[src/hw/rtl/slcd_pkg.sv]
// ----------------------------------------------------------------------------
// slcd_pkg
// Types and constants shared by the sync / length / checksum deframer.
// ----------------------------------------------------------------------------
package slcd_pkg;

    localparam logic [31:0] SYNC_PATTERN_RESET = 32'h1223_3445;

    localparam logic [7:0] REPLY_ACCEPT = 8'h69;
    localparam logic [7:0] REPLY_REJECT = 8'h96;
    localparam logic [7:0] REPLY_RXFAIL = 8'hbb;
    localparam logic [7:0] REPLY_GOOD   = 8'hcc;
    localparam logic [7:0] REPLY_BAD    = 8'hdd;

    localparam logic KIND_BYTE  = 1'b0;
    localparam logic KIND_EVENT = 1'b1;

    localparam int SYNC_BYTES = 4;

    typedef struct packed {
        logic       kind;
        logic [7:0] rx_byte;
    } slcd_in_t;

    typedef struct packed {
        logic [7:0] reply_byte;
        logic       frame_good;
        logic [5:0] frame_length;
    } slcd_out_t;

    // Classified item handed from front to back
    typedef struct packed {
        logic                  kind;
        logic [7:0]            rx_byte;
        logic [SYNC_BYTES-1:0] sync_hit;  // byte equals sync byte n (n = 0 first)
        logic                  len_ok;    // byte fits the payload store
    } slcd_cmd_t;

    typedef enum logic [2:0] {
        PH_HUNT,
        PH_LENGTH,
        PH_COLLECT,
        PH_CHECK,
        PH_FAILED
    } slcd_phase_t;

endpackage

[src/hw/rtl/sync_length_checksum_deframer_unit.sv]
// ----------------------------------------------------------------------------
// sync_length_checksum_deframer_unit
// Serial frame receiver: sync hunt, length reply, payload capture, checksum.
//
//   channel   direction  handshake           beat
//   item      in         item_valid/stall    slcd_in_t  (kind, rx_byte)
//   result    out        result_valid/stall  slcd_out_t (reply, good, length)
//   cfg       in         cfg_valid/ready     32-bit sync pattern
//
// One beat per cycle sustained while item_stall is low; a reply is registered
// after front classify, the two-entry queue and the frame state machine.
// Reset clears the state machine, queue and result_valid; no clearing pass.
// A stalled result holds the back end; the queue absorbs up to two more beats
// before item_stall rises.
// ----------------------------------------------------------------------------
module sync_length_checksum_deframer_unit
    import slcd_pkg::*;
#(
    parameter int BUFFER_BYTES = 32
)
(
    input  logic        clk,
    input  logic        rst_n,
    input  logic        item_valid,
    output logic        item_stall,
    input  slcd_in_t    item,
    output logic        result_valid,
    input  logic        result_stall,
    output slcd_out_t   result,
    input  logic        cfg_valid,
    output logic        cfg_ready,
    input  logic [31:0] cfg_data
);

    slcd_cmd_t front_cmd;
    slcd_cmd_t head_cmd;
    logic      q_full;
    logic      q_pop;
    logic      head_valid;

    assign item_stall = q_full;

    slcd_front #(
        .BUFFER_BYTES (BUFFER_BYTES)
    ) u_front (
        .clk       (clk),
        .rst_n     (rst_n),
        .cfg_valid (cfg_valid),
        .cfg_ready (cfg_ready),
        .cfg_data  (cfg_data),
        .item      (item),
        .cmd       (front_cmd)
    );

    slcd_queue u_queue (
        .clk        (clk),
        .rst_n      (rst_n),
        .push       (item_valid),
        .push_cmd   (front_cmd),
        .full       (q_full),
        .pop        (q_pop),
        .head_valid (head_valid),
        .head_cmd   (head_cmd)
    );

    slcd_back #(
        .BUFFER_BYTES (BUFFER_BYTES)
    ) u_back (
        .clk          (clk),
        .rst_n        (rst_n),
        .head_valid   (head_valid),
        .head_cmd     (head_cmd),
        .pop          (q_pop),
        .result_valid (result_valid),
        .result_stall (result_stall),
        .result       (result)
    );

endmodule

[src/hw/rtl/slcd_front.sv]
// ----------------------------------------------------------------------------
// slcd_front
// Holds the sync pattern register and classifies each incoming beat:
// compares the byte with all four sync bytes and with the store size.
// ----------------------------------------------------------------------------
module slcd_front
    import slcd_pkg::*;
#(
    parameter int BUFFER_BYTES = 32
)
(
    input  logic        clk,
    input  logic        rst_n,
    input  logic        cfg_valid,
    output logic        cfg_ready,
    input  logic [31:0] cfg_data,
    input  slcd_in_t    item,
    output slcd_cmd_t   cmd
);

    logic [31:0] sync_pattern_reg;
    logic [31:0] sync_pattern_next;

    assign cfg_ready = 1'b1;

    always_comb
    begin
        sync_pattern_next = sync_pattern_reg;
        if (cfg_valid)
        begin
            sync_pattern_next = cfg_data;
        end
    end

    always_ff @(posedge clk or negedge rst_n)
    begin
        if (!rst_n)
        begin
            sync_pattern_reg <= SYNC_PATTERN_RESET;
        end
        else
        begin
            sync_pattern_reg <= sync_pattern_next;
        end
    end

    always_comb
    begin
        cmd.kind    = item.kind;
        cmd.rx_byte = item.rx_byte;
        for (int n = 0; n < SYNC_BYTES; n++)
        begin
            // first sync byte sits in the top byte lane
            cmd.sync_hit[n] = (item.rx_byte == sync_pattern_reg[8*(SYNC_BYTES-1-n) +: 8]);
        end
        cmd.len_ok = ({1'b0, item.rx_byte} <= 9'(BUFFER_BYTES));
    end

endmodule

[src/hw/rtl/slcd_queue.sv]
// ----------------------------------------------------------------------------
// slcd_queue
// Two-entry queue of classified beats between front and back.
// ----------------------------------------------------------------------------
module slcd_queue
    import slcd_pkg::*;
(
    input  logic      clk,
    input  logic      rst_n,
    input  logic      push,
    input  slcd_cmd_t push_cmd,
    output logic      full,
    input  logic      pop,
    output logic      head_valid,
    output slcd_cmd_t head_cmd
);

    slcd_cmd_t  entry_reg [2];
    logic       wr_ptr_reg;
    logic       wr_ptr_next;
    logic       rd_ptr_reg;
    logic       rd_ptr_next;
    logic [1:0] count_reg;
    logic [1:0] count_next;
    logic       do_push;
    logic       do_pop;

    assign full       = (count_reg == 2'd2);
    assign head_valid = (count_reg != 2'd0);
    assign head_cmd   = entry_reg[rd_ptr_reg];
    assign do_push    = push && !full;
    assign do_pop     = pop && head_valid;

    always_comb
    begin
        wr_ptr_next = wr_ptr_reg ^ do_push;
        rd_ptr_next = rd_ptr_reg ^ do_pop;
        count_next  = count_reg;
        if (do_push && !do_pop)
        begin
            count_next = count_reg + 2'd1;
        end
        else if (!do_push && do_pop)
        begin
            count_next = count_reg - 2'd1;
        end
    end

    always_ff @(posedge clk or negedge rst_n)
    begin
        if (!rst_n)
        begin
            wr_ptr_reg <= 1'b0;
            rd_ptr_reg <= 1'b0;
            count_reg  <= 2'd0;
        end
        else
        begin
            wr_ptr_reg <= wr_ptr_next;
            rd_ptr_reg <= rd_ptr_next;
            count_reg  <= count_next;
        end
    end

    always_ff @(posedge clk)
    begin
        if (do_push)
        begin
            entry_reg[wr_ptr_reg] <= push_cmd;
        end
    end

endmodule

[src/hw/rtl/slcd_back.sv]
// ----------------------------------------------------------------------------
// slcd_back
// Frame state machine: sync hunt, length, payload collection with running
// sum, checksum. Writes the payload store and holds the reply register.
// ----------------------------------------------------------------------------
module slcd_back
    import slcd_pkg::*;
#(
    parameter int BUFFER_BYTES = 32
)
(
    input  logic      clk,
    input  logic      rst_n,
    input  logic      head_valid,
    input  slcd_cmd_t head_cmd,
    output logic      pop,
    output logic      result_valid,
    input  logic      result_stall,
    output slcd_out_t result
);

    localparam int LEN_W = $clog2(BUFFER_BYTES + 1);
    localparam int IDX_W = (BUFFER_BYTES > 1) ? $clog2(BUFFER_BYTES) : 1;

    slcd_phase_t phase_reg;
    slcd_phase_t phase_next;
    logic [1:0]       sync_matched_reg;
    logic [1:0]       sync_matched_next;
    logic [LEN_W-1:0] expected_length_reg;
    logic [LEN_W-1:0] expected_length_next;
    logic [LEN_W-1:0] bytes_collected_reg;
    logic [LEN_W-1:0] bytes_collected_next;
    logic [7:0]       running_sum_reg;
    logic [7:0]       running_sum_next;
    logic             result_valid_reg;
    logic             result_valid_next;
    slcd_out_t        result_reg;
    slcd_out_t        result_next;

    logic [7:0]       payload_store [BUFFER_BYTES];

    logic             out_free;
    logic             is_byte;
    logic             emit;
    logic             store_wr;
    logic [LEN_W-1:0] collected_inc;
    slcd_out_t        reply;

    assign out_free      = !result_valid_reg || !result_stall;
    assign pop           = head_valid && out_free;
    assign is_byte       = (head_cmd.kind == KIND_BYTE);
    assign collected_inc = bytes_collected_reg + LEN_W'(1);

    // next phase
    always_comb
    begin
        phase_next = phase_reg;
        if (pop)
        begin
            if (!is_byte)
            begin
                if (phase_reg == PH_COLLECT)
                begin
                    phase_next = PH_FAILED;
                end
            end
            else
            begin
                unique case (phase_reg) inside
                    PH_HUNT:
                    begin
                        if (head_cmd.sync_hit[sync_matched_reg] && sync_matched_reg == 2'd3)
                        begin
                            phase_next = PH_LENGTH;
                        end
                    end
                    PH_LENGTH:
                    begin
                        if (!head_cmd.len_ok)
                        begin
                            phase_next = PH_HUNT;
                        end
                        else if (head_cmd.rx_byte == 8'd0)
                        begin
                            phase_next = PH_CHECK;
                        end
                        else
                        begin
                            phase_next = PH_COLLECT;
                        end
                    end
                    PH_COLLECT:
                    begin
                        if (collected_inc >= expected_length_reg)
                        begin
                            phase_next = PH_CHECK;
                        end
                    end
                    PH_CHECK, PH_FAILED:
                    begin
                        phase_next = PH_HUNT;
                    end
                    default:
                    begin
                        phase_next = PH_HUNT;
                    end
                endcase
            end
        end
    end

    // datapath and reply
    always_comb
    begin
        sync_matched_next    = sync_matched_reg;
        expected_length_next = expected_length_reg;
        bytes_collected_next = bytes_collected_reg;
        running_sum_next     = running_sum_reg;
        store_wr             = 1'b0;
        emit                 = 1'b0;
        reply.reply_byte     = REPLY_BAD;
        reply.frame_good     = 1'b0;
        reply.frame_length   = 6'(expected_length_reg);
        if (pop && is_byte)
        begin
            unique case (phase_reg)
                PH_HUNT:
                begin
                    if (head_cmd.sync_hit[sync_matched_reg])
                    begin
                        // wraps to zero after the fourth byte
                        sync_matched_next = sync_matched_reg + 2'd1;
                    end
                    else
                    begin
                        // mismatched byte may still open a new match
                        sync_matched_next = {1'b0, head_cmd.sync_hit[0]};
                    end
                end
                PH_LENGTH:
                begin
                    emit = 1'b1;
                    if (head_cmd.len_ok)
                    begin
                        expected_length_next = LEN_W'(head_cmd.rx_byte);
                        bytes_collected_next = '0;
                        running_sum_next     = 8'd0;
                        reply.reply_byte     = REPLY_ACCEPT;
                        reply.frame_length   = 6'(head_cmd.rx_byte);
                    end
                    else
                    begin
                        expected_length_next = '0;
                        reply.reply_byte     = REPLY_REJECT;
                        reply.frame_length   = 6'd0;
                    end
                end
                PH_COLLECT:
                begin
                    store_wr             = (bytes_collected_reg < LEN_W'(BUFFER_BYTES));
                    running_sum_next     = running_sum_reg + head_cmd.rx_byte;
                    bytes_collected_next = collected_inc;
                end
                PH_CHECK:
                begin
                    emit = 1'b1;
                    if (head_cmd.rx_byte == running_sum_reg)
                    begin
                        reply.reply_byte = REPLY_GOOD;
                        reply.frame_good = 1'b1;
                    end
                    else
                    begin
                        reply.reply_byte = REPLY_BAD;
                    end
                end
                PH_FAILED:
                begin
                    emit             = 1'b1;
                    reply.reply_byte = REPLY_RXFAIL;
                end
                default:
                begin
                    emit = 1'b0;
                end
            endcase
        end
    end

    // reply register: refilled as it drains
    always_comb
    begin
        result_valid_next = result_valid_reg;
        result_next       = result_reg;
        if (pop && emit)
        begin
            result_valid_next = 1'b1;
            result_next       = reply;
        end
        else if (result_valid_reg && !result_stall)
        begin
            result_valid_next = 1'b0;
        end
    end

    always_ff @(posedge clk or negedge rst_n)
    begin
        if (!rst_n)
        begin
            phase_reg           <= PH_HUNT;
            sync_matched_reg    <= 2'd0;
            expected_length_reg <= '0;
            bytes_collected_reg <= '0;
            running_sum_reg     <= 8'd0;
            result_valid_reg    <= 1'b0;
        end
        else
        begin
            phase_reg           <= phase_next;
            sync_matched_reg    <= sync_matched_next;
            expected_length_reg <= expected_length_next;
            bytes_collected_reg <= bytes_collected_next;
            running_sum_reg     <= running_sum_next;
            result_valid_reg    <= result_valid_next;
        end
    end

    always_ff @(posedge clk)
    begin
        result_reg <= result_next;
    end

    always_ff @(posedge clk)
    begin
        if (store_wr)
        begin
            payload_store[bytes_collected_reg[IDX_W-1:0]] <= head_cmd.rx_byte;
        end
    end

    assign result_valid = result_valid_reg;
    assign result       = result_reg;

endmodule
[config.mk]
export PLATFORM = sky130hd
export DESIGN_NAME = sync_length_checksum_deframer_unit
export DESIGN_NICKNAME = d
export VERILOG_FILES = /design/src/hw/rtl/slcd_pkg.sv /design/src/hw/rtl/sync_length_checksum_deframer_unit.sv /design/src/hw/rtl/slcd_front.sv /design/src/hw/rtl/slcd_queue.sv /design/src/hw/rtl/slcd_back.sv
export SDC_FILE = /design/constraint.sdc
export NUM_CORES = 1
export LEC_CHECK = 0
export BUFFER_PORTS_ARGS = -buffer_cell sky130_fd_sc_hd__buf_2
export CAP_MARGIN = 20
export CORE_ASPECT_RATIO = 0.75
export CORE_MARGIN = 8
export CORE_UTILIZATION = 38
export DETAILED_ROUTE_END_ITERATION = 7
export PLACE_DENSITY_LB_ADDON = 0.12
export REMOVE_ABC_BUFFERS = 1
export SYNTH_ARGS = -nofsm -noshare
export SYNTH_HDL_FRONTEND = slang
export SYNTH_SLANG_ARGS = --single-unit
[constraint.sdc]
create_clock -name clk -period 5.72 [get_ports clk]
set_clock_uncertainty 0.1 [all_clocks]
set_input_delay 0.572 -clock clk [delete_from_list [all_inputs] [get_ports clk]]
set_output_delay 0.572 -clock clk [all_outputs]
set_load 0.05 [all_outputs]
==> qor.csv <==
stage,metric,value,unit
cts,clock latency on the worst-skew pair,0.34,ns
flow_run,Max-cap violations,0,
yosys,top post-synthesis cells by area,"edfxtp_1, dfrtp_1, mux2_2, xnor2_1, dfstp_2",
power_and_ir_drop,Power Density,470.6,nW/um2
yosys,predominant post-synthesis flop cell,dfrtp_1,
placement,dpl hpwl,7770,um
yosys,most area-hungry cell type in the Yosys netlist,edfxtp_1,
setup_path,critical path data required time,5.85,ns
yosys,mapped cell area,5084,um2
yosys,sequential area share after synthesis,56.19,%
min_path,Hold Path Class,input pin to async pin,
cells_and_area,Layout area overhead,13.61,%
placement,DP Area,5518,um2
run_status,status,finished clean,
placement,I/O Buffers,62,
global_routing,GRT overflow,0,
sta,unrepaired setup endpoints after global routing,no,
placement,routability cong.,0.8057,
routing,final WL,10520,um
yosys,Post-Synth Adder-Cell Area,4.824,%
sta,Final Slew Violations,0,
cells_and_area,Largest register FFs,32,
global_routing,gr usage total,12.92,%
sta,Final Hold Fails,0,
yosys,Synth cell types,53,
die,DIE AREA,17370,um2
cells_and_area,antenna cells,0,
sta,worst slew pin tran,0.9966,ns
routing,Routed Antenna Nets,0,
setup_path,"Worst Path Class, Setup",flip-flop to flip-flop,
routing,drt wl/cell,17.17,um
die,Starting Density,39.05,%
cts,CTS resizes,0,
global_routing,initial antenna violation count,0,
placement,pre-CTS setup slack,2.648,ns
sta,final period utilization,54.10,%
die,row count,36,
cts,clock root buffer,clkbuf_16,
cts,H-tree levels,3,
cells_and_area,Fill cells,1216,
yosys,Cells after Synth,384,
yosys,post-synthesis mux area share,11.40,%
cts,CTS Sinks,105,
cts,post-CTS setup buffers,0,
sta,final worst slack,2.626,ns
yosys,number of flops mapped to enable cells by yosys,43,
power_and_ir_drop,LEAKAGE,2.298,nW
die,IO Pins,64,
cells_and_area,post-route cell area,5776,um2
routing,Via density,5.093,
yosys,simple logic cell fraction of the synthesized area,7.704,%
setup_path,crit start category,flip-flop,
sta,Fmax,323.2,MHz
sta,final setup TNS,0,ns
die,Core Region,13020,um2
die,chip width,149.6,um
yosys,YS warnings,0,
power_and_ir_drop,worst vdd ir,0.2581,mV
setup_path,FF-to-FF setup slack,2.63,ns
yosys,compound-gate portion of the synthesized area,8.836,%
yosys,Syn Area/Cell,13.24,um2
yosys,xor/xnor cell area share of the yosys netlist,8.097,%
cells_and_area,nets,502,
setup_path,CP Capture Type,flip-flop,
setup_path,"Max FO, Critical Path",21,
sta,fin crit period,3.094,ns
routing,drt drc,0,
yosys,#FFs+latches synth,105,
cts,Hold Buf Count CTS,0,
yosys,largest family of logic cells by synthesized area,multiplexers,
cells_and_area,layout cell share with drive strength beyond 1,31.00,%
routing,vias,3122,
cts,CTS tree,built,
cts,clock slew at reported path FFs,0.07,ns
global_routing,first-pass GRT wire length,17250,um
power_and_ir_drop,total power,2.718,mW
routing,TritonRoute pass-1 iters,4,
setup_path,data arrival time of the worst path,3.23,ns
cts,Max clock buf depth,2,
die,chip height,116.2,um
routing,initial drt markers,163,
global_routing,vias in the first global route,3262,
yosys,fraction of registers with async set/reset,59.05,%
yosys,top-area cell type share of the netlist area,25.40,%
sta,max_slew headroom,33.31,%
sta,final setup fails,0,
global_routing,pin count of the biggest net entering global routing,63,
cts,CTS buffer count,9,
## cells in the final DEF (no fill, tap or decap), types with 6 or more instances in the layout
master and count:
clkbuf_16 9, o21ai_0 7, a21oi_1 14, nand2_1 6, a32o_1 6, edfxtp_1 43
buf_2 62, nor2_1 12, nand3_1 6, ha_1 18, nor4_1 7, inv_1 11
nand4_1 11, dfrtp_1 51, xnor2_1 42, mux2_2 43, a22o_1 11, dfstp_2 11
## power breakdown
part / switching [mW] / total, mW / internal [mW]
sequential: 0.156 / 1.16 / 1.01
clock: 0.258 / 0.550 / 0.293
combinational: 0.583 / 1.01 / 0.423
total: 0.996 / 2.72 / 1.72
## synthesized netlist by cell type, drive strengths merged (2+ instances only)
| library cell | instances |
|---|---|
| a21oi | 14 |
| edfxtp | 43 |
| nor4 | 7 |
| nor3 | 3 |
| buf | 11 |
| o211ai | 3 |
| xnor2 | 42 |
| dfstp | 11 |
| a211oi | 3 |
| dfrtp | 51 |
| o21ai | 8 |
| nand4 | 11 |
| nand2 | 6 |
| mux2i | 6 |
| or3 | 2 |
| xor2 | 5 |
| clkbuf | 11 |
| a22o | 11 |
| and2 | 3 |
| nand2b | 4 |
| nand3 | 6 |
| nor2 | 14 |
| a31oi | 4 |
| mux2 | 43 |
| inv | 11 |
| and3 | 2 |
| nor2b | 4 |
| a32o | 6 |
| ha | 18 |
| or3b | 2 |
| a21o | 4 |
## cells by family (layout without fill, tap and decap cells)
group / after synthesis / in the layout
DFF: 105 / 105
and+or+nand+nor: 68 / 68
AOI/OAI and AO/OA: 61 / 61
muxes: 50 / 50
xor gates and xnor gates: 47 / 47
buffers and inverters: 33 / 91
adders and majority gates: 19 / 19
other: 1 / 1
## final timing paths
kind,cells past startpoint,from,to
worst max-delay path,8,u_queue.rd_ptr_reg$_DFF_PN0_,u_back.running_sum_reg[6]$_DFFE_PN0P_
worst min-delay path,2,rst_n,u_front.sync_pattern_reg[4]$_DFFE_PN0P_
worst max register to register,8,u_queue.rd_ptr_reg$_DFF_PN0_,u_back.running_sum_reg[6]$_DFFE_PN0P_
worst min register to register,1,u_queue.count_reg[1]$_DFFE_PN0P_,u_queue.count_reg[1]$_DFFE_PN0P_
max in group asynchronous,2,rst_n,u_back.bytes_collected_reg[4]$_DFFE_PN0P_
min in group clk,1,item[8],u_queue.entry_reg[0][13]$_DFFE_PP_
## layer usage
layer	part of all wire, %	vias up	global-route usage [%]
met1	48	1546	17.57
met4	0.85	0	2.616
met3	5.3	6	4.413
met2	45	50	19.64
met5	0	-	0
li1	-	1520	-
## metrics by stage
stage	cells	hold slack [ns]	util, %
2_1_floorplan	362	0.1764	-
3_3_place_gp	597	0.3970	42.39
3_5_place_dp	597	0.3999	42.39
4_1_cts	613	0.2984	44.37
5_1_grt	613	0.3013	44.37
6_report	613	0.3005	44.37
## critical path, stage by stage, from the launching register on
cell and delay, ns:
dfrtp_1 0.96, mux2_2 0.43, ha_1 0.21, fa_1 0.43, a211oi_1 0.26, o21bai_1 0.10, a21oi_1 0.19, xnor2_1 0.09
a22o_1 0.19
## cell type report
cell class | count | area (um2) | share of cell area, %
clock buffer | 12 | 236.5 | 4.094
sequential | 105 | 2856 | 49.46
multi-input combinational | 246 | 2081 | 36.03
inverter | 11 | 41.29 | 0.7149
timing repair buffer | 64 | 325.3 | 5.633
tap | 171 | 214.0 | 3.705
clock inverter | 4 | 21.27 | 0.3683
No activity file was read; power rests on OpenSTA's default activity.
